`src/design/tpp_pkg.sv`:
```
// Package: constants, field widths and pipeline payload types for the peak interpolator.
package tpp_pkg;
    localparam int SampleBitsDef   = 16;
    localparam int FractionBitsDef = 8;
    localparam int QueryBits       = 16;
    localparam int ValueWidth      = 40;
    localparam int SlopeWidth      = 34;
    localparam int CurvWidth       = 18;
    localparam int PeakWidth       = 25;

    typedef struct packed {
        logic signed [ValueWidth-1:0] value;
        logic signed [SlopeWidth-1:0] slope;
        logic signed [CurvWidth-1:0]  curv;
        logic                         flat;
    } t_poly_res;
endpackage

```
`src/design/tpp_div.sv`:
```
// Pipelined restoring divider, one quotient bit per stage, truncating toward zero.
module tpp_div
    import tpp_pkg::*;
#(
    parameter int NUM_BITS = 32,
    parameter int DEN_BITS = 18
) (
    input  logic                       i_clk,
    input  logic                       i_rst_n,
    input  logic                       i_en,
    input  logic                       i_valid,
    input  logic signed [NUM_BITS-1:0] i_num,
    input  logic signed [DEN_BITS-1:0] i_den,
    output logic                       o_valid,
    output logic signed [NUM_BITS-1:0] o_quo
);
    localparam int Steps = NUM_BITS;

    logic [NUM_BITS-1:0] r_q   [Steps+1];
    logic [DEN_BITS:0]   r_rem [Steps+1];
    logic [DEN_BITS-1:0] r_d   [Steps+1];
    logic                r_neg [Steps+1];
    logic                r_v   [Steps+1];

    // load magnitudes
    always_ff @(posedge i_clk) begin
        if (!i_rst_n) begin
            r_v[0] <= 1'b0;
        end else if (i_en) begin
            r_v[0] <= i_valid;
        end
        if (i_en) begin
            r_q[0]   <= i_num[NUM_BITS-1] ? NUM_BITS'(-i_num) : i_num;
            r_d[0]   <= i_den[DEN_BITS-1] ? DEN_BITS'(-i_den) : i_den;
            r_neg[0] <= i_num[NUM_BITS-1] ^ i_den[DEN_BITS-1];
            r_rem[0] <= '0;
        end
    end

    // one quotient bit per stage
    for (genvar s = 0; s < Steps; s++) begin : g_step
        logic [DEN_BITS+1:0] w_tr;
        logic [DEN_BITS+1:0] w_sub;
        assign w_tr  = {r_rem[s], r_q[s][NUM_BITS-1]};
        assign w_sub = w_tr - {2'b00, r_d[s]};
        always_ff @(posedge i_clk) begin
            if (!i_rst_n) begin
                r_v[s+1] <= 1'b0;
            end else if (i_en) begin
                r_v[s+1] <= r_v[s];
            end
            if (i_en) begin
                r_d[s+1]   <= r_d[s];
                r_neg[s+1] <= r_neg[s];
                if (!w_sub[DEN_BITS+1]) begin
                    r_rem[s+1] <= w_sub[DEN_BITS:0];
                    r_q[s+1]   <= {r_q[s][NUM_BITS-2:0], 1'b1};
                end else begin
                    r_rem[s+1] <= w_tr[DEN_BITS:0];
                    r_q[s+1]   <= {r_q[s][NUM_BITS-2:0], 1'b0};
                end
            end
        end
    end

    assign o_valid = r_v[Steps];
    assign o_quo   = r_neg[Steps] ? NUM_BITS'(-r_q[Steps]) : r_q[Steps];
endmodule

```
`config.mk`:
```
export PLATFORM = sky130hd
export DESIGN_NAME = tpp_div
export DESIGN_NICKNAME = d
export VERILOG_FILES = /design/src/design/tpp_pkg.sv /design/src/design/tpp_div.sv
export SDC_FILE = /design/constraint.sdc
export NUM_CORES = 2
export LEC_CHECK = 0
export BUFFER_PORTS_ARGS = -buffer_cell sky130_fd_sc_hd__buf_4
export CAP_MARGIN = 10
export CELL_PAD_IN_SITES_DETAIL_PLACEMENT = 1
export CELL_PAD_IN_SITES_GLOBAL_PLACEMENT = 2
export CORE_MARGIN = 10
export CORE_UTILIZATION = 46
export DETAILED_ROUTE_END_ITERATION = 16
export PLACE_DENSITY = 0.82
export SYNTH_ARGS = -nofsm -noshare
export SYNTH_HDL_FRONTEND = slang
export SYNTH_SLANG_ARGS = --single-unit
export TNS_END_PERCENT = 5
```
`constraint.sdc`:
```
create_clock -name i_clk -period 5.3 [get_ports i_clk]
set_input_delay 1.06 -clock i_clk [delete_from_list [all_inputs] [get_ports i_clk]]
set_output_delay 1.06 -clock i_clk [all_outputs]
set_load 0.05 [all_outputs]
```
=== Yosys cells after proc, flatten, opt, wreduce, memory -nomap -nowiden ===
Memories as Yosys holds them, arrays and structs flattened.
Index checks and enable logic that the tools add are counted.

* Register bits after elaboration: 0
* Latch bits: 0
* Bits in writable memories: 2343
* ROM bits: 0
* Input bits: 54
* Output and inout bits: 33
* Word-level logic and storage cells: 435
* Memories kept: 5

{| class="wikitable"
|+ Memories
! name !! words !! width !! rd ports !! clocked after memory_dff !! wr ports !! line !! RTL
|-
| r_q || 33 || 32 || 33 || 0 || 33 || tpp_div.sv:19 || <nowiki>logic [NUM_BITS-1:0] r_q [Steps+1];</nowiki>
|-
| r_rem || 33 || 19 || 32 || 0 || 33 || tpp_div.sv:20 || <nowiki>logic [DEN_BITS:0] r_rem [Steps+1];</nowiki>
|-
| r_d || 33 || 18 || 32 || 0 || 33 || tpp_div.sv:21 || <nowiki>logic [DEN_BITS-1:0] r_d [Steps+1];</nowiki>
|-
| r_neg || 33 || 1 || 33 || 0 || 33 || tpp_div.sv:22 || <nowiki>logic r_neg [Steps+1];</nowiki>
|-
| r_v || 33 || 1 || 33 || 0 || 33 || tpp_div.sv:23 || <nowiki>logic r_v [Steps+1];</nowiki>
|}

* $add $sub $neg: 35
* Multiply operators: 0
* Divide/modulo/power cells: 0
* $lt $le $gt $ge: 0
* Eq/ne operators: 0
* Shifts and indexed selects: 0
* Mux-type cells: 297
* Bitwise gates (word level): 98
* Reductions and logical operators: 0

{| class="wikitable"
|+ Operators with widths
! kind !! count
|-
| 32-bit two-way mux || 34
|-
| 20-bit by 18-bit subtractor with 20-bit output || 32
|-
| 19-bit two-way mux || 32
|-
| 1-bit two-way mux || 230
|-
| 1-bit OR || 97
|-
| 32-bit negator || 2
|-
| 18-bit two-way mux || 1
|-
| 18-bit negator || 1
|-
| 1-bit XOR || 1
|}

=== Longest topological paths before layout ===
* Word-level depth: 5
* Mapped depth: 13
* Gate-level depth less buffers: 12

=== Least setup slack after synthesis ===
OpenSTA, ideal clock, no wires.

* Kind: input port to flip-flop
* From: in i_en
* To: mem r_q[1][0], enable pin
* Setup time: 0.426 ns
* Data arrival time: 3.617 ns
* Data required time: 4.874 ns
* Slack: 1.257 ns
* Cell stages on the path: 5
* Path buffers: 5
* Cells stage by stage: clkbuf_1 buf_1 clkbuf_1 clkbuf_1 clkbuf_1

{| class="wikitable"
|+ RTL lines
! item !! line !! RTL
|-
| from (decl) || tpp_div.sv:10 || <nowiki>input logic i_en,</nowiki>
|-
| to (decl) || tpp_div.sv:19 ||
|}

==> results_dict.tcl <==
set metrics [dict create \
    outcome "finished clean" \
    cts_buffer_depth 3 \
    cts-buffers-inserted 235 \
    grt_pass1_wl_um 346000 \
    firstDrtPassIters 5 \
    coreArea_um2 227000 \
    path_clk_slew_ps 60 \
    synth_cells 7875 \
    syn_area_per_cell_um2 13.3 \
    io_buffers 86 \
    p_sw_share_pct 33.0 \
    totalPowerFinal_w 0.0662 \
    wl_met1_um 96000 \
    fin_tns_setup_ps 0 \
    min_path_type "flop to flop" \
    seqPwrFrac_pct 40.4 \
    hold_violations 0 \
    routed.top_layer "met4" \
    yosysUniqueCellTypes 74 \
    place_congestion 0.821 \
    synthToLayoutAreaGrowth_pct 12.1 \
    grt-ovfl-total 0 \
    p_leak_nw 44.7 \
    max_stage_delay_ps 610 \
    setup_viol 0 \
    rows 175 \
    finalCriticalPeriod_ps 4720 \
    postCtsSetupBuffers 0 \
    path_delay_family "simple AND/OR/NAND/NOR gates" \
    clockRootBuffer "clkbuf_16" \
    drv_slew 0 \
    end_kind "output port" \
    cts_sinks 2287 \
    comb_power_share_pct 33.6 \
    cts_tree "built" \
    ys.flop_type "edfxtp_1" \
    fmax_mhz 212 \
    final_common_cell "edfxtp_1" \
    syn_nets 8521 \
    fp.dieArea_um2 247000 \
    p_per_area_nw_per_um2 563 \
    power_frac_clock_pct 26.0 \
    drc 0 \
    track_usage_pct 16.9 \
    grt_start_max_net_pins 217 \
    switchingPower_w 0.0219 \
    via_count 60900 \
    synth_edf_count 2285 \
    io-pin-count 87 \
    cp_common_cell "or4_1" \
    worstSetupStartpointType "flop" \
    power.internal_w 0.0443 \
    wl_met3_um 6500 \
    cp_slowest_cell "or4_1" \
    synth_area_um2 105000 \
    drive_above_1_share_pct 8.38 \
    ctsResizeCount 0 \
    synthArstFlopShare_pct 0 \
    drtIter0Drc 3553 \
    rrSetupSlack_ps 1230 \
    crit_chain "or4_1 -> nor4_1 -> nand2_1 -> or4_1 -> o31ai_1 -> xnor2_1 -> buf_4" \
    worstPathMaxFanout 4 \
    fin_crit_sh_pct 89.1 \
    wire_per_inst_um 18.9 \
    synth_seq_area_share_pct 65.5 \
    rsz0062_at_grt "false" \
    wl_um 214000 \
    grt_pass1_vias 64100 \
    final_cell_mix "edfxtp_1 (2285), inv_1 (692), nand2_1 (643), ha_1 (562), o21ai_0 (529)" \
    critPathBufInv 1 \
    path_class "flop to output port" \
    slew-limit-headroom_pct 19.4 \
    ys_ff_latch 2287 \
    arrival_ps 3660 \
    vias_per_cell 5.38 \
    antenna_found_initial 2 \
    die_w_um 497 \
    hpwl_um 153000 \
    postCtsHoldBufs 0 \
    worstSkewPairLatency_ps 890 \
    synth_warnings 0 \
    skew_ps 68.4 \
    final_nets 8746 \
    max-cap-violations 0 \
    die-height_um 497 \
    required_ps 4240 \
    vdd_drop_max_uv 425 \
    start_util_pct 46.2 \
    cts-htree-levels 4 \
    tightest_slew_ps 1210 \
    met2_length_um 106000 \
    ant_nets 0 \
]
[cells in the mapped netlist, drive strengths merged, types with 16 or more instances]
library cell / n / area share, %
a2111oi: 18 / 0.16
a211oi: 99 / 0.71
a21boi: 21 / 0.15
a21o: 124 / 0.89
a21oi: 297 / 1.4
a31o: 30 / 0.25
a31oi: 68 / 0.41
and2: 52 / 0.31
and3: 85 / 0.51
buf: 24 / 0.12
clkbuf: 141 / 0.50
edfxtp: 2285 / 65
fa: 30 / 0.57
ha: 562 / 6.7
inv: 694 / 2.5
mux2: 115 / 1.2
mux2i: 47 / 0.45
nand2: 643 / 2.3
nand2b: 59 / 0.35
nand3: 140 / 0.67
nand3b: 19 / 0.14
nand4b: 16 / 0.13
nor2: 399 / 1.4
nor2b: 134 / 0.80
nor3: 155 / 0.75
nor4: 39 / 0.24
o2111ai: 20 / 0.17
o211ai: 17 / 0.12
o21a: 141 / 1.0
o21ai: 532 / 2.5
o31a: 36 / 0.30
o31ai: 106 / 0.77
or2: 16 / 0.095
or3: 41 / 0.24
or4: 19 / 0.16
xnor2: 241 / 2.0
xor2: 250 / 2.1
[per-stage QoR]
stage | area (µm²) | util, % | setup WS (ps) | instances | hold slack (ps)
global route | 118000 | 51.8 | 304 | 11300 | 326
CTS | 118000 | 51.8 | 461 | 11300 | 315
detailed placement | 109000 | 48.2 | 1290 | 10900 | 405
global placement | 109000 | 48.1 | 1320 | 10900 | 400
floorplan | 105000 | - | 1260 | 7875 | 400
finish | 118000 | 51.8 | 576 | 11300 | 376
[registers in the layout (all words and copies together) (netlist names)]
signal and flops:
r_rem 589, r_v 33, r_d 576, r_neg 33, r_q 1056
[power groups by stage]
stage	logic [W]	registers, W	clock network [W]
after floorplan	0.0170	0.0262	0
after global placement	0.0212	0.0270	0
after detailed placement	0.0221	0.0271	0
after CTS	0.0224	0.0268	0.0177
after global routing	0.0252	0.0271	0.0185
final	0.0223	0.0267	0.0172
[worst reg2reg max path: cells and delay by family, from the launching register on]
family	cells	cell delay [ps]
buffers and inverters	1	80
multiplexers	1	570
AO/OA/AOI/OAI	6	1590
adder cells (fa/ha/maj)	1	210
AND/OR/NAND/NOR	2	900
flip-flops	1	430
[final cells by class]
| type | instances | area, µm² |
|---|---|---|
| Fill cell | 22600 | 110000 |
| Sequential cell | 2287 | 68700 |
| Multi-Input combinational cell | 4729 | 33000 |
| Clock buffer | 279 | 6070 |
| Tap cell | 3009 | 3760 |
| Inverter | 694 | 2610 |
| Clock inverter | 165 | 2110 |
| Timing Repair Buffer | 153 | 1340 |
| Antenna cell | 7 | 17.5 |
[path summary, 6_finish.rpt]
kind	end	depth (start not counted)	start
setup / recovery	o_quo[29]	7	r_q[32][16]$_DFFE_PP_
hold / removal	r_q[12][4]$_DFFE_PP_	0	r_q[11][3]$_DFFE_PP_
setup reg to reg	r_rem[13][10]$_DFFE_PP_	11	r_d[0][217]$_DFFE_PP_
hold reg to reg	r_q[12][4]$_DFFE_PP_	0	r_q[11][3]$_DFFE_PP_
[cell families (layout without fill, tap and decap cells)]
kind of cell,after synthesis,after routing,share of synthesized area [%]
compound gates,1627,1627,9.93
xor+xnor,491,491,4.10
fa+ha+maj,592,592,7.28
buf+inv,859,1291,3.10
flops,2287,2287,65.5
mux,162,162,1.68
other cells,0,7,0
simple gates,1857,1857,8.42
[layer usage]
metal | vias up | global-route usage [%]
met5 | - | 0
met4 | 0 | 4.95
met3 | 348 | 2.50
met2 | 768 | 29.3
met1 | 30200 | 22.0
li1 | 29600 | -
Power figures use the tool's default switching activity.
