[config.mk]
export PLATFORM = sky130hd
export DESIGN_NAME = tpp_poly
export DESIGN_NICKNAME = d
export VERILOG_FILES = /design/src/design/tpp_pkg.sv /design/src/design/tpp_poly.sv
export SDC_FILE = /design/constraint.sdc
export NUM_CORES = 2
export LEC_CHECK = 0
export BUFFER_PORTS_ARGS = -buffer_cell sky130_fd_sc_hd__buf_2
export CAP_MARGIN = 15
export CELL_PAD_IN_SITES_DETAIL_PLACEMENT = 1
export CELL_PAD_IN_SITES_GLOBAL_PLACEMENT = 1
export CORE_UTILIZATION = 40
export DETAILED_ROUTE_END_ITERATION = 8
export HOLD_SLACK_MARGIN = 0.02
export PLACE_DENSITY_LB_ADDON = 0.15
export SETUP_SLACK_MARGIN = 0.05
export SYNTH_ARGS = -nofsm -noshare
export SYNTH_HDL_FRONTEND = slang
export SYNTH_SLANG_ARGS = --single-unit
[constraint.sdc]
create_clock -name i_clk -period 7.8 [get_ports i_clk]
set_input_delay 1.56 -clock i_clk [delete_from_list [all_inputs] [get_ports i_clk]]
set_output_delay 1.56 -clock i_clk [all_outputs]
set_load 0.02 [all_outputs]
[src/design/tpp_pkg.sv]
// Package: constants, field widths and pipeline payload types for the peak interpolator.
package tpp_pkg;
    localparam int SampleBitsDef   = 16;
    localparam int FractionBitsDef = 8;
    localparam int QueryBits       = 16;
    localparam int ValueWidth      = 40;
    localparam int SlopeWidth      = 34;
    localparam int CurvWidth       = 18;
    localparam int PeakWidth       = 25;

    typedef struct packed {
        logic signed [ValueWidth-1:0] value;
        logic signed [SlopeWidth-1:0] slope;
        logic signed [CurvWidth-1:0]  curv;
        logic                         flat;
    } t_poly_res;
endpackage

[src/design/tpp_poly.sv]
// Polynomial pipeline: value, slope and curvature of the fitted parabola.
module tpp_poly
    import tpp_pkg::*;
#(
    parameter int SAMPLE_BITS   = SampleBitsDef,
    parameter int FRACTION_BITS = FractionBitsDef,
    parameter int DEPTH         = 4
) (
    input  logic                          i_clk,
    input  logic                          i_rst_n,
    input  logic                          i_en,
    input  logic                          i_valid,
    input  logic signed [SAMPLE_BITS-1:0] i_y0,
    input  logic signed [SAMPLE_BITS-1:0] i_y1,
    input  logic signed [SAMPLE_BITS-1:0] i_y2,
    input  logic signed [QueryBits-1:0]   i_x,
    output logic                          o_valid,
    output t_poly_res                     o_res
);
    localparam int W  = 64;
    localparam int DW = SAMPLE_BITS + 2;
    localparam int UW = QueryBits + 1;
    localparam int PW = DW + UW;
    localparam int QW = DW + 2*UW;

    logic signed [SAMPLE_BITS-1:0] r_y1, r2_y1, r3_y1;
    logic signed [DW-1:0]          r_d, r_c, r2_d, r2_c, r3_d, r3_c;
    logic signed [UW-1:0]          r_u, r2_u;
    logic signed [PW-1:0]          r2_du, r2_cu, r3_du, r3_cu;
    logic signed [QW-1:0]          r3_cuu;
    logic [2:0]          r_v;
    t_poly_res           r_dly [DEPTH];
    logic                r_dv  [DEPTH];
    logic signed [W-1:0] w_num, w_sn;

    // stage 1: differences; stage 2: first products; stage 3: second product
    always_ff @(posedge i_clk) begin
        if (!i_rst_n) begin
            r_v <= '0;
        end else if (i_en) begin
            r_v <= {r_v[1:0], i_valid};
        end
        if (i_en) begin
            r_y1 <= i_y1;
            r_d  <= DW'(i_y2) - DW'(i_y0);
            r_c  <= DW'(i_y0) - (DW'(i_y1) <<< 1) + DW'(i_y2);
            r_u  <= UW'(i_x) - (UW'(1) <<< FRACTION_BITS);
            r2_y1 <= r_y1; r2_d <= r_d; r2_c <= r_c; r2_u <= r_u;
            r2_du <= r_d * r_u;
            r2_cu <= r_c * r_u;
            r3_y1 <= r2_y1; r3_d <= r2_d; r3_c <= r2_c; r3_cu <= r2_cu;
            r3_du  <= r2_du;
            r3_cuu <= r2_cu * r2_u;
        end
    end

    // combine and floor
    assign w_num = (W'(r3_y1) <<< (2*FRACTION_BITS+1)) + (W'(r3_du) <<< FRACTION_BITS)
                 + W'(r3_cuu);
    assign w_sn  = (W'(r3_d) <<< FRACTION_BITS) + (W'(r3_cu) <<< 1);

    // delay to line up with the divider
    always_ff @(posedge i_clk) begin
        if (!i_rst_n) begin
            for (int k = 0; k < DEPTH; k++) r_dv[k] <= 1'b0;
        end else if (i_en) begin
            r_dv[0] <= r_v[2];
            for (int k = 1; k < DEPTH; k++) r_dv[k] <= r_dv[k-1];
        end
        if (i_en) begin
            r_dly[0].value <= ValueWidth'(w_num >>> (FRACTION_BITS+1));
            r_dly[0].slope <= SlopeWidth'(w_sn >>> 1);
            r_dly[0].curv  <= CurvWidth'(r3_c);
            r_dly[0].flat  <= (r3_c == '0);
            for (int k = 1; k < DEPTH; k++) r_dly[k] <= r_dly[k-1];
        end
    end

    assign o_valid = r_dv[DEPTH-1];
    assign o_res   = r_dly[DEPTH-1];
endmodule

Word level (Yosys, flattened, before mapping)
Memory sizes are Yosys's and may differ from the RTL's.
Index checks and enable logic that the tools add are counted.
{"block": "word_totals", "reg_bits": 378, "ramBits": 376, "input_bits": 68, "mem_count": 2}
{"block": "classes", "addsub": 7, "multipliers": 3, "n_mux": 9, "bitwise_logic": 4, "n_reduce_logical": 1}
{"name": "r_dly", "depth": 4, "width": 93, "read_ports": 4, "rd_ports_with_merged_regs": 0, "write_ports": 4, "line": "tpp_poly.sv:32", "text": "t_poly_res r_dly [DEPTH];"}
{"name": "r_dv", "depth": 4, "width": 1, "read_ports": 4, "rd_ports_with_merged_regs": 0, "write_ports": 4, "line": "tpp_poly.sv:33", "text": "logic r_dv [DEPTH];"}
{"cell": "adder 44 x 49 -> 49 bit", "count": 1}
{"cell": "multiplier 35 x 17 -> 49 bit", "count": 1}
{"cell": "adder 33 x 43 -> 44 bit", "count": 1}
{"cell": "adder 25 x 35 -> 35 bit", "count": 1}
{"cell": "multiplier 18 x 17 -> 35 bit", "count": 1}
{"cell": "multiplier 17 x 17 -> 34 bit", "count": 1}
{"cell": "adder 18 x 16 -> 18 bit", "count": 1}
{"cell": "zero test 18 bit", "count": 1}
{"cell": "subtractor 16 x 17 -> 18 bit", "count": 1}
{"cell": "subtractor 16 x 10 -> 17 bit, second input constant", "count": 1}
{"cell": "subtractor 16 x 16 -> 17 bit", "count": 1}
{"cell": "two-way mux 1 bit", "count": 9}
{"cell": "bitwise OR 1 bit", "count": 4}

Longest topological paths before layout
{"block": "logic_depth", "ltp_word": 4, "mapped_depth": 26, "ltp_nobuf": 24}

Worst setup path after synthesis
No wires, ideal clock.
{"block": "synth_path", "kind": "register to register", "from": "register r_c[17]", "to": "register r2_cu[31], data pin", "setup_time_ns": 0.258, "arrival_time_ns": 6.088, "t_required_ns": 7.542, "slack_ns": 1.454, "path_stages_with_launch": 25, "n_path_buf": 2, "synth_period_minus_slack_ns": 6.346, "cell_sequence": "edfxtp_1 clkbuf_1 nand2_1 inv_1 fa_1 inv_1 fa_1 inv_1 fa_1 fa_1 fa_1 inv_1 fa_1 inv_1 ha_1 clkbuf_1 nand4_1 nor2_1 nand2_1 o221ai_1 a221oi_1 o41ai_2 a21o_1 a21oi_1 xnor2_1"}
{"block": "synth_via", "elab_chain_len": 1}
{"element": "start, declared", "line": "tpp_poly.sv:27", "text": "logic signed [DW-1:0] r_d, r_c, r2_d, r2_c, r3_d, r3_c;"}
{"element": "start signal, assigned", "line": "tpp_poly.sv:46", "text": "r_c <= DW'(i_y0) - (DW'(i_y1) <<< 1) + DW'(i_y2);"}
{"element": "multiplier 18 x 17 -> 35 bit", "line": "tpp_poly.sv:50", "text": "r2_cu <= r_c * r_u;"}
{"element": "end signal, assigned", "line": "tpp_poly.sv:50"}
{"element": "end, declared", "line": "tpp_poly.sv:29", "text": "logic signed [PW-1:0] r2_du, r2_cu, r3_du, r3_cu;"}
Every way passes these cells.
A chain may end at the register's enable or synchronous reset.

Worst setup path in the final report
{"block": "layout_path", "from": "register r2_cu[21]", "to": "register r3_cuu[47], data pin"}
{"block": "layout_via", "elab_chain_len": 1}
{"element": "multiplier 35 x 17 -> 49 bit", "line": "tpp_poly.sv:53", "text": "r3_cuu <= r2_cu * r2_u;"}
{"element": "end signal, assigned", "line": "tpp_poly.sv:53"}
{"element": "end, declared", "line": "tpp_poly.sv:30", "text": "logic signed [QW-1:0] r3_cuu;"}
Every way passes these cells.

==> PnR_summary.wiki <==
{| class="wikitable"
! Metric !! Value
|-
| Result of the run || completed
|-
| Overall routed net length || between 150000 and 200000 µm
|-
| Post-synthesis cell type with the largest combined area || sky130_fd_sc_hd__fa_1
|-
| Post-detailed-placement cell area || ~0.074 mm²
|-
| Synthesized area per cell || about 11 µm²
|-
| Async SR Flop Fraction || 0
|-
| Clk Tree Root Cell || sky130_fd_sc_hd__clkbuf_16
|-
| Most numerous cell types in the synthesized netlist || sky130_fd_sc_hd__inv_1 (1396), sky130_fd_sc_hd__fa_1 (1199), sky130_fd_sc_hd__edfxtp_1 (736)
|-
| Number of global-route vias before repair || a little under 50000
|-
| Global-route wire length before repair || slightly below 300000 µm
|-
| Layout Nets || between 8000 and 9000
|-
| Clock transition time at the flip-flop clock pins of the worst setup and hold paths || about 0.070 ns
|-
| Area added between synthesis and finish || 10.16%
|-
| Vias per std cell || ~5
|-
| Post-synthesis instance area || slightly below 0.07 mm²
|-
| Num rows || 152
|-
| Count of different cell masters after synthesis || 82
|-
| Post-route antenna net violation count || 0
|-
| Total congestion overflow after global routing || 0
|-
| Number of pins with negative max-slew slack in the final report || 0
|-
| Sequential area share after synthesis || 0.3187
|-
| First-pass iteration count of the detailed router || 5
|-
| Aggregate negative setup slack || 0 ns
|-
| CTS Sinks || approximately 740
|-
| Max Clk Rate || 135.1 MHz
|-
| Proportion of netlist area held by the largest area contributor || 0.3452
|-
| Startpoint of the tightest hold check path || r_dly[0][37]$_DFFE_PP_
|-
| Kind of critical path || reg -> reg
|-
| HPWL Detailed || roughly 150000 µm
|-
| DRC viols || 0
|-
| Number of endpoints with negative hold slack in the final report || 0
|-
| Number of synthesis warnings || 0
|-
| Via total after detailed routing || 43124
|-
| Clock latency on the worst-skew pair || between 0.7 and 0.8 ns
|-
| Critical path origin || r2_cu[21]$_DFFE_PP_
|-
| Worst Hold Class || reg -> reg
|-
| Die Area || 0.1755 mm²
|-
| Pin count of the biggest net entering global routing || 162
|-
| Number of buffers created by CTS || between 80 and 90
|-
| Level count of the clock H-tree || 3
|-
| CTS tree || yes
|-
| Max cap viols || 0
|-
| Final routed wire length divided by cell count || between 20 and 25 µm
|-
| Endpoints failing setup || 0
|-
| Worst endpoint data arrival time || around 7.9 ns
|-
| Maximum root-to-sink buffer count || 3
|-
| Number of design-rule violations left by the first detailed-router iteration || about 2200
|-
| Initial antenna violation count || 10
|-
| Most used DFF post-synth || sky130_fd_sc_hd__edfxtp_1
|-
| Data required time of the critical path || 8.24 ns
|-
| Worst-path fanout max || 18
|-
| Worst clock skew || ~0.066 ns
|-
| Tmin final || 7.404 ns
|-
| Post-synth EDFFs || roughly 740
|-
| Startpoint type of the worst setup path || flip-flop
|-
| N_diodes || 0
|-
| Main area contributors after synthesis || sky130_fd_sc_hd__fa_1 (35%), sky130_fd_sc_hd__edfxtp_1 (32%), sky130_fd_sc_hd__inv_1 (7.5%)
|-
| Unrepaired setup endpoints after global routing || no
|-
| Port bufs || roughly 160
|-
| Post-route cell area || roughly 0.077 mm²
|-
| Number of inserted filler cells in the final layout || 18476
|-
| Ratio of cells with drive above 1 in the final layout || 0.07229
|-
| Starting utilization of the core area || 0.4040
|-
| Tcrit/Tclk final || 0.9492
|-
| Core area || approximately 0.17 mm²
|-
| Height of the chip || about 420 µm
|-
| Relative slew slack || 0.1773
|-
| Number of standard cells after synthesis || a little over 6000
|-
| Total GRT Usage || 0.2245
|-
| Die X-Extent || 419.0 µm
|-
| Gp weighted congestion || roughly 0.86
|-
| Top-Level Pins || between 150 and 200
|-
| Slew at the pin closest to its max-slew limit || between 1 and 1.5 ns
|-
| Kind of end point of the critical path || flip-flop
|-
| Cells resized by post-CTS repair || 0
|-
| Most frequent cell after synthesis || sky130_fd_sc_hd__inv_1
|-
| Register bit total from synthesis || roughly 740
|-
| Post-CTS Repair Setup Buffers || 0
|-
| Syn_nets || between 7000 and 8000
|-
| Number of hold buffers added after CTS || 0
|-
| Critical register-to-register path startpoint || r2_cu[21]$_DFFE_PP_
|}
[area by class of cell]
cell class	count	area, µm²	area share
clock buffers	96	2168	0.02830
clock inverters	60	669.4	0.008738
inverters	1397	5244	0.06845
multi-input cells	3820	41390	0.5402
flip-flops and latches	739	22160	0.2893
well taps	2310	2890	0.03773
repair buffers	307	2087	0.02724
[kinds of logic after synthesis]
| group | Yosys count | share of synthesized area |
|---|---|---|
| AOI/OAI and AO/OA | 435 | 0.04205 |
| xor gates and xnor gates | 207 | 0.02607 |
| adders and majority gates | 1592 | 0.4159 |
| buffers and inverters | 1596 | 0.08617 |
| DFF | 739 | 0.3187 |
| muxes | 6 | 0.0008996 |
| and+or+nand+nor | 1580 | 0.1102 |
[cell usage in the layout (no fill, tap or decap), drive strengths merged, types with 40 or more instances in the layout]
| cell | Yosys | routed |
|---|---|---|
| inv | 1397 | 1402 |
| fa | 1199 | 1199 |
| edfxtp | 736 | 736 |
| nand2 | 706 | 706 |
| and2 | 477 | 477 |
| ha | 393 | 393 |
| buf | 3 | 307 |
| xnor2 | 168 | 168 |
| nor2 | 164 | 164 |
| a21oi | 136 | 136 |
| clkbuf | 196 | 96 |
| o21ai | 75 | 75 |
| a21o | 73 | 73 |
| nor3 | 47 | 47 |
| nand2b | 40 | 40 |
[flip-flops by register name, indices dropped and copies added, names as in the netlist]
signal  cells
r_c        17
r_v         3
r3_d       17
r2_du      34
r2_u       17
r2_d       17
r3_cu      33
r3_du      34
r_dly     372
r3_y1      16
r_y1       16
r_dv        4
r_u        17
r_d        17
r2_y1      16
r2_c       17
r2_cu      34
r3_cuu     41
r3_c       17
[stage by stage]
stage	utilization	cells	setup slack [ns]	hold slack [ns]
2_1_floorplan	-	6155	1.454	0.4003
3_3_place_gp	0.4284	8571	0.4367	0.4001
3_5_place_dp	0.4284	8571	0.3958	0.4052
4_1_cts	0.4449	8727	0.3460	0.3751
5_1_grt	0.4451	8729	0.07075	0.3892
6_report	0.4451	8729	0.3964	0.3906
[final timing paths]
| kind | cells after the start | endpoint | slack [ns] |
|---|---|---|---|
| max | 21 | r3_cuu[47]$_DFFE_PP_ | 0.40 |
| min | 0 | r_dly[1][37]$_DFFE_PP_ | 0.39 |
| max reg2reg | 21 | r3_cuu[47]$_DFFE_PP_ | 0.40 |
| min reg2reg | 0 | r_dly[1][37]$_DFFE_PP_ | 0.39 |
[worst max-delay path, stage by stage, from the launching register on]
cell,delay [ns]
sky130_fd_sc_hd__edfxtp_1,1.13
sky130_fd_sc_hd__nand2_1,0.21
sky130_fd_sc_hd__fa_1,0.56
sky130_fd_sc_hd__fa_1,0.53
sky130_fd_sc_hd__fa_1,0.52
sky130_fd_sc_hd__inv_1,0.05
sky130_fd_sc_hd__fa_1,0.51
sky130_fd_sc_hd__fa_1,0.50
sky130_fd_sc_hd__inv_1,0.05
sky130_fd_sc_hd__fa_1,0.47
sky130_fd_sc_hd__inv_1,0.06
sky130_fd_sc_hd__ha_1,0.36
sky130_fd_sc_hd__nand3_1,0.15
sky130_fd_sc_hd__nor2_1,0.20
sky130_fd_sc_hd__nand2_1,0.09
sky130_fd_sc_hd__nor3_2,0.28
sky130_fd_sc_hd__nor3_4,0.12
sky130_fd_sc_hd__a21oi_4,0.26
sky130_fd_sc_hd__o211ai_2,0.15
sky130_fd_sc_hd__a2111oi_2,0.54
sky130_fd_sc_hd__o31ai_1,0.17
sky130_fd_sc_hd__xnor2_1,0.16
[metal layers]
layer	GRT usage	routed length, µm	up-vias
met5	0	13	-
met1	0.3020	84020	22839
met2	0.3809	92110	732
met3	0.02941	7671	241
li1	-	-	19310
met4	0.05954	4641	2
Power is not shown: default switching activity piles up to over one toggle a cycle in this logic, so the estimate is an artifact.
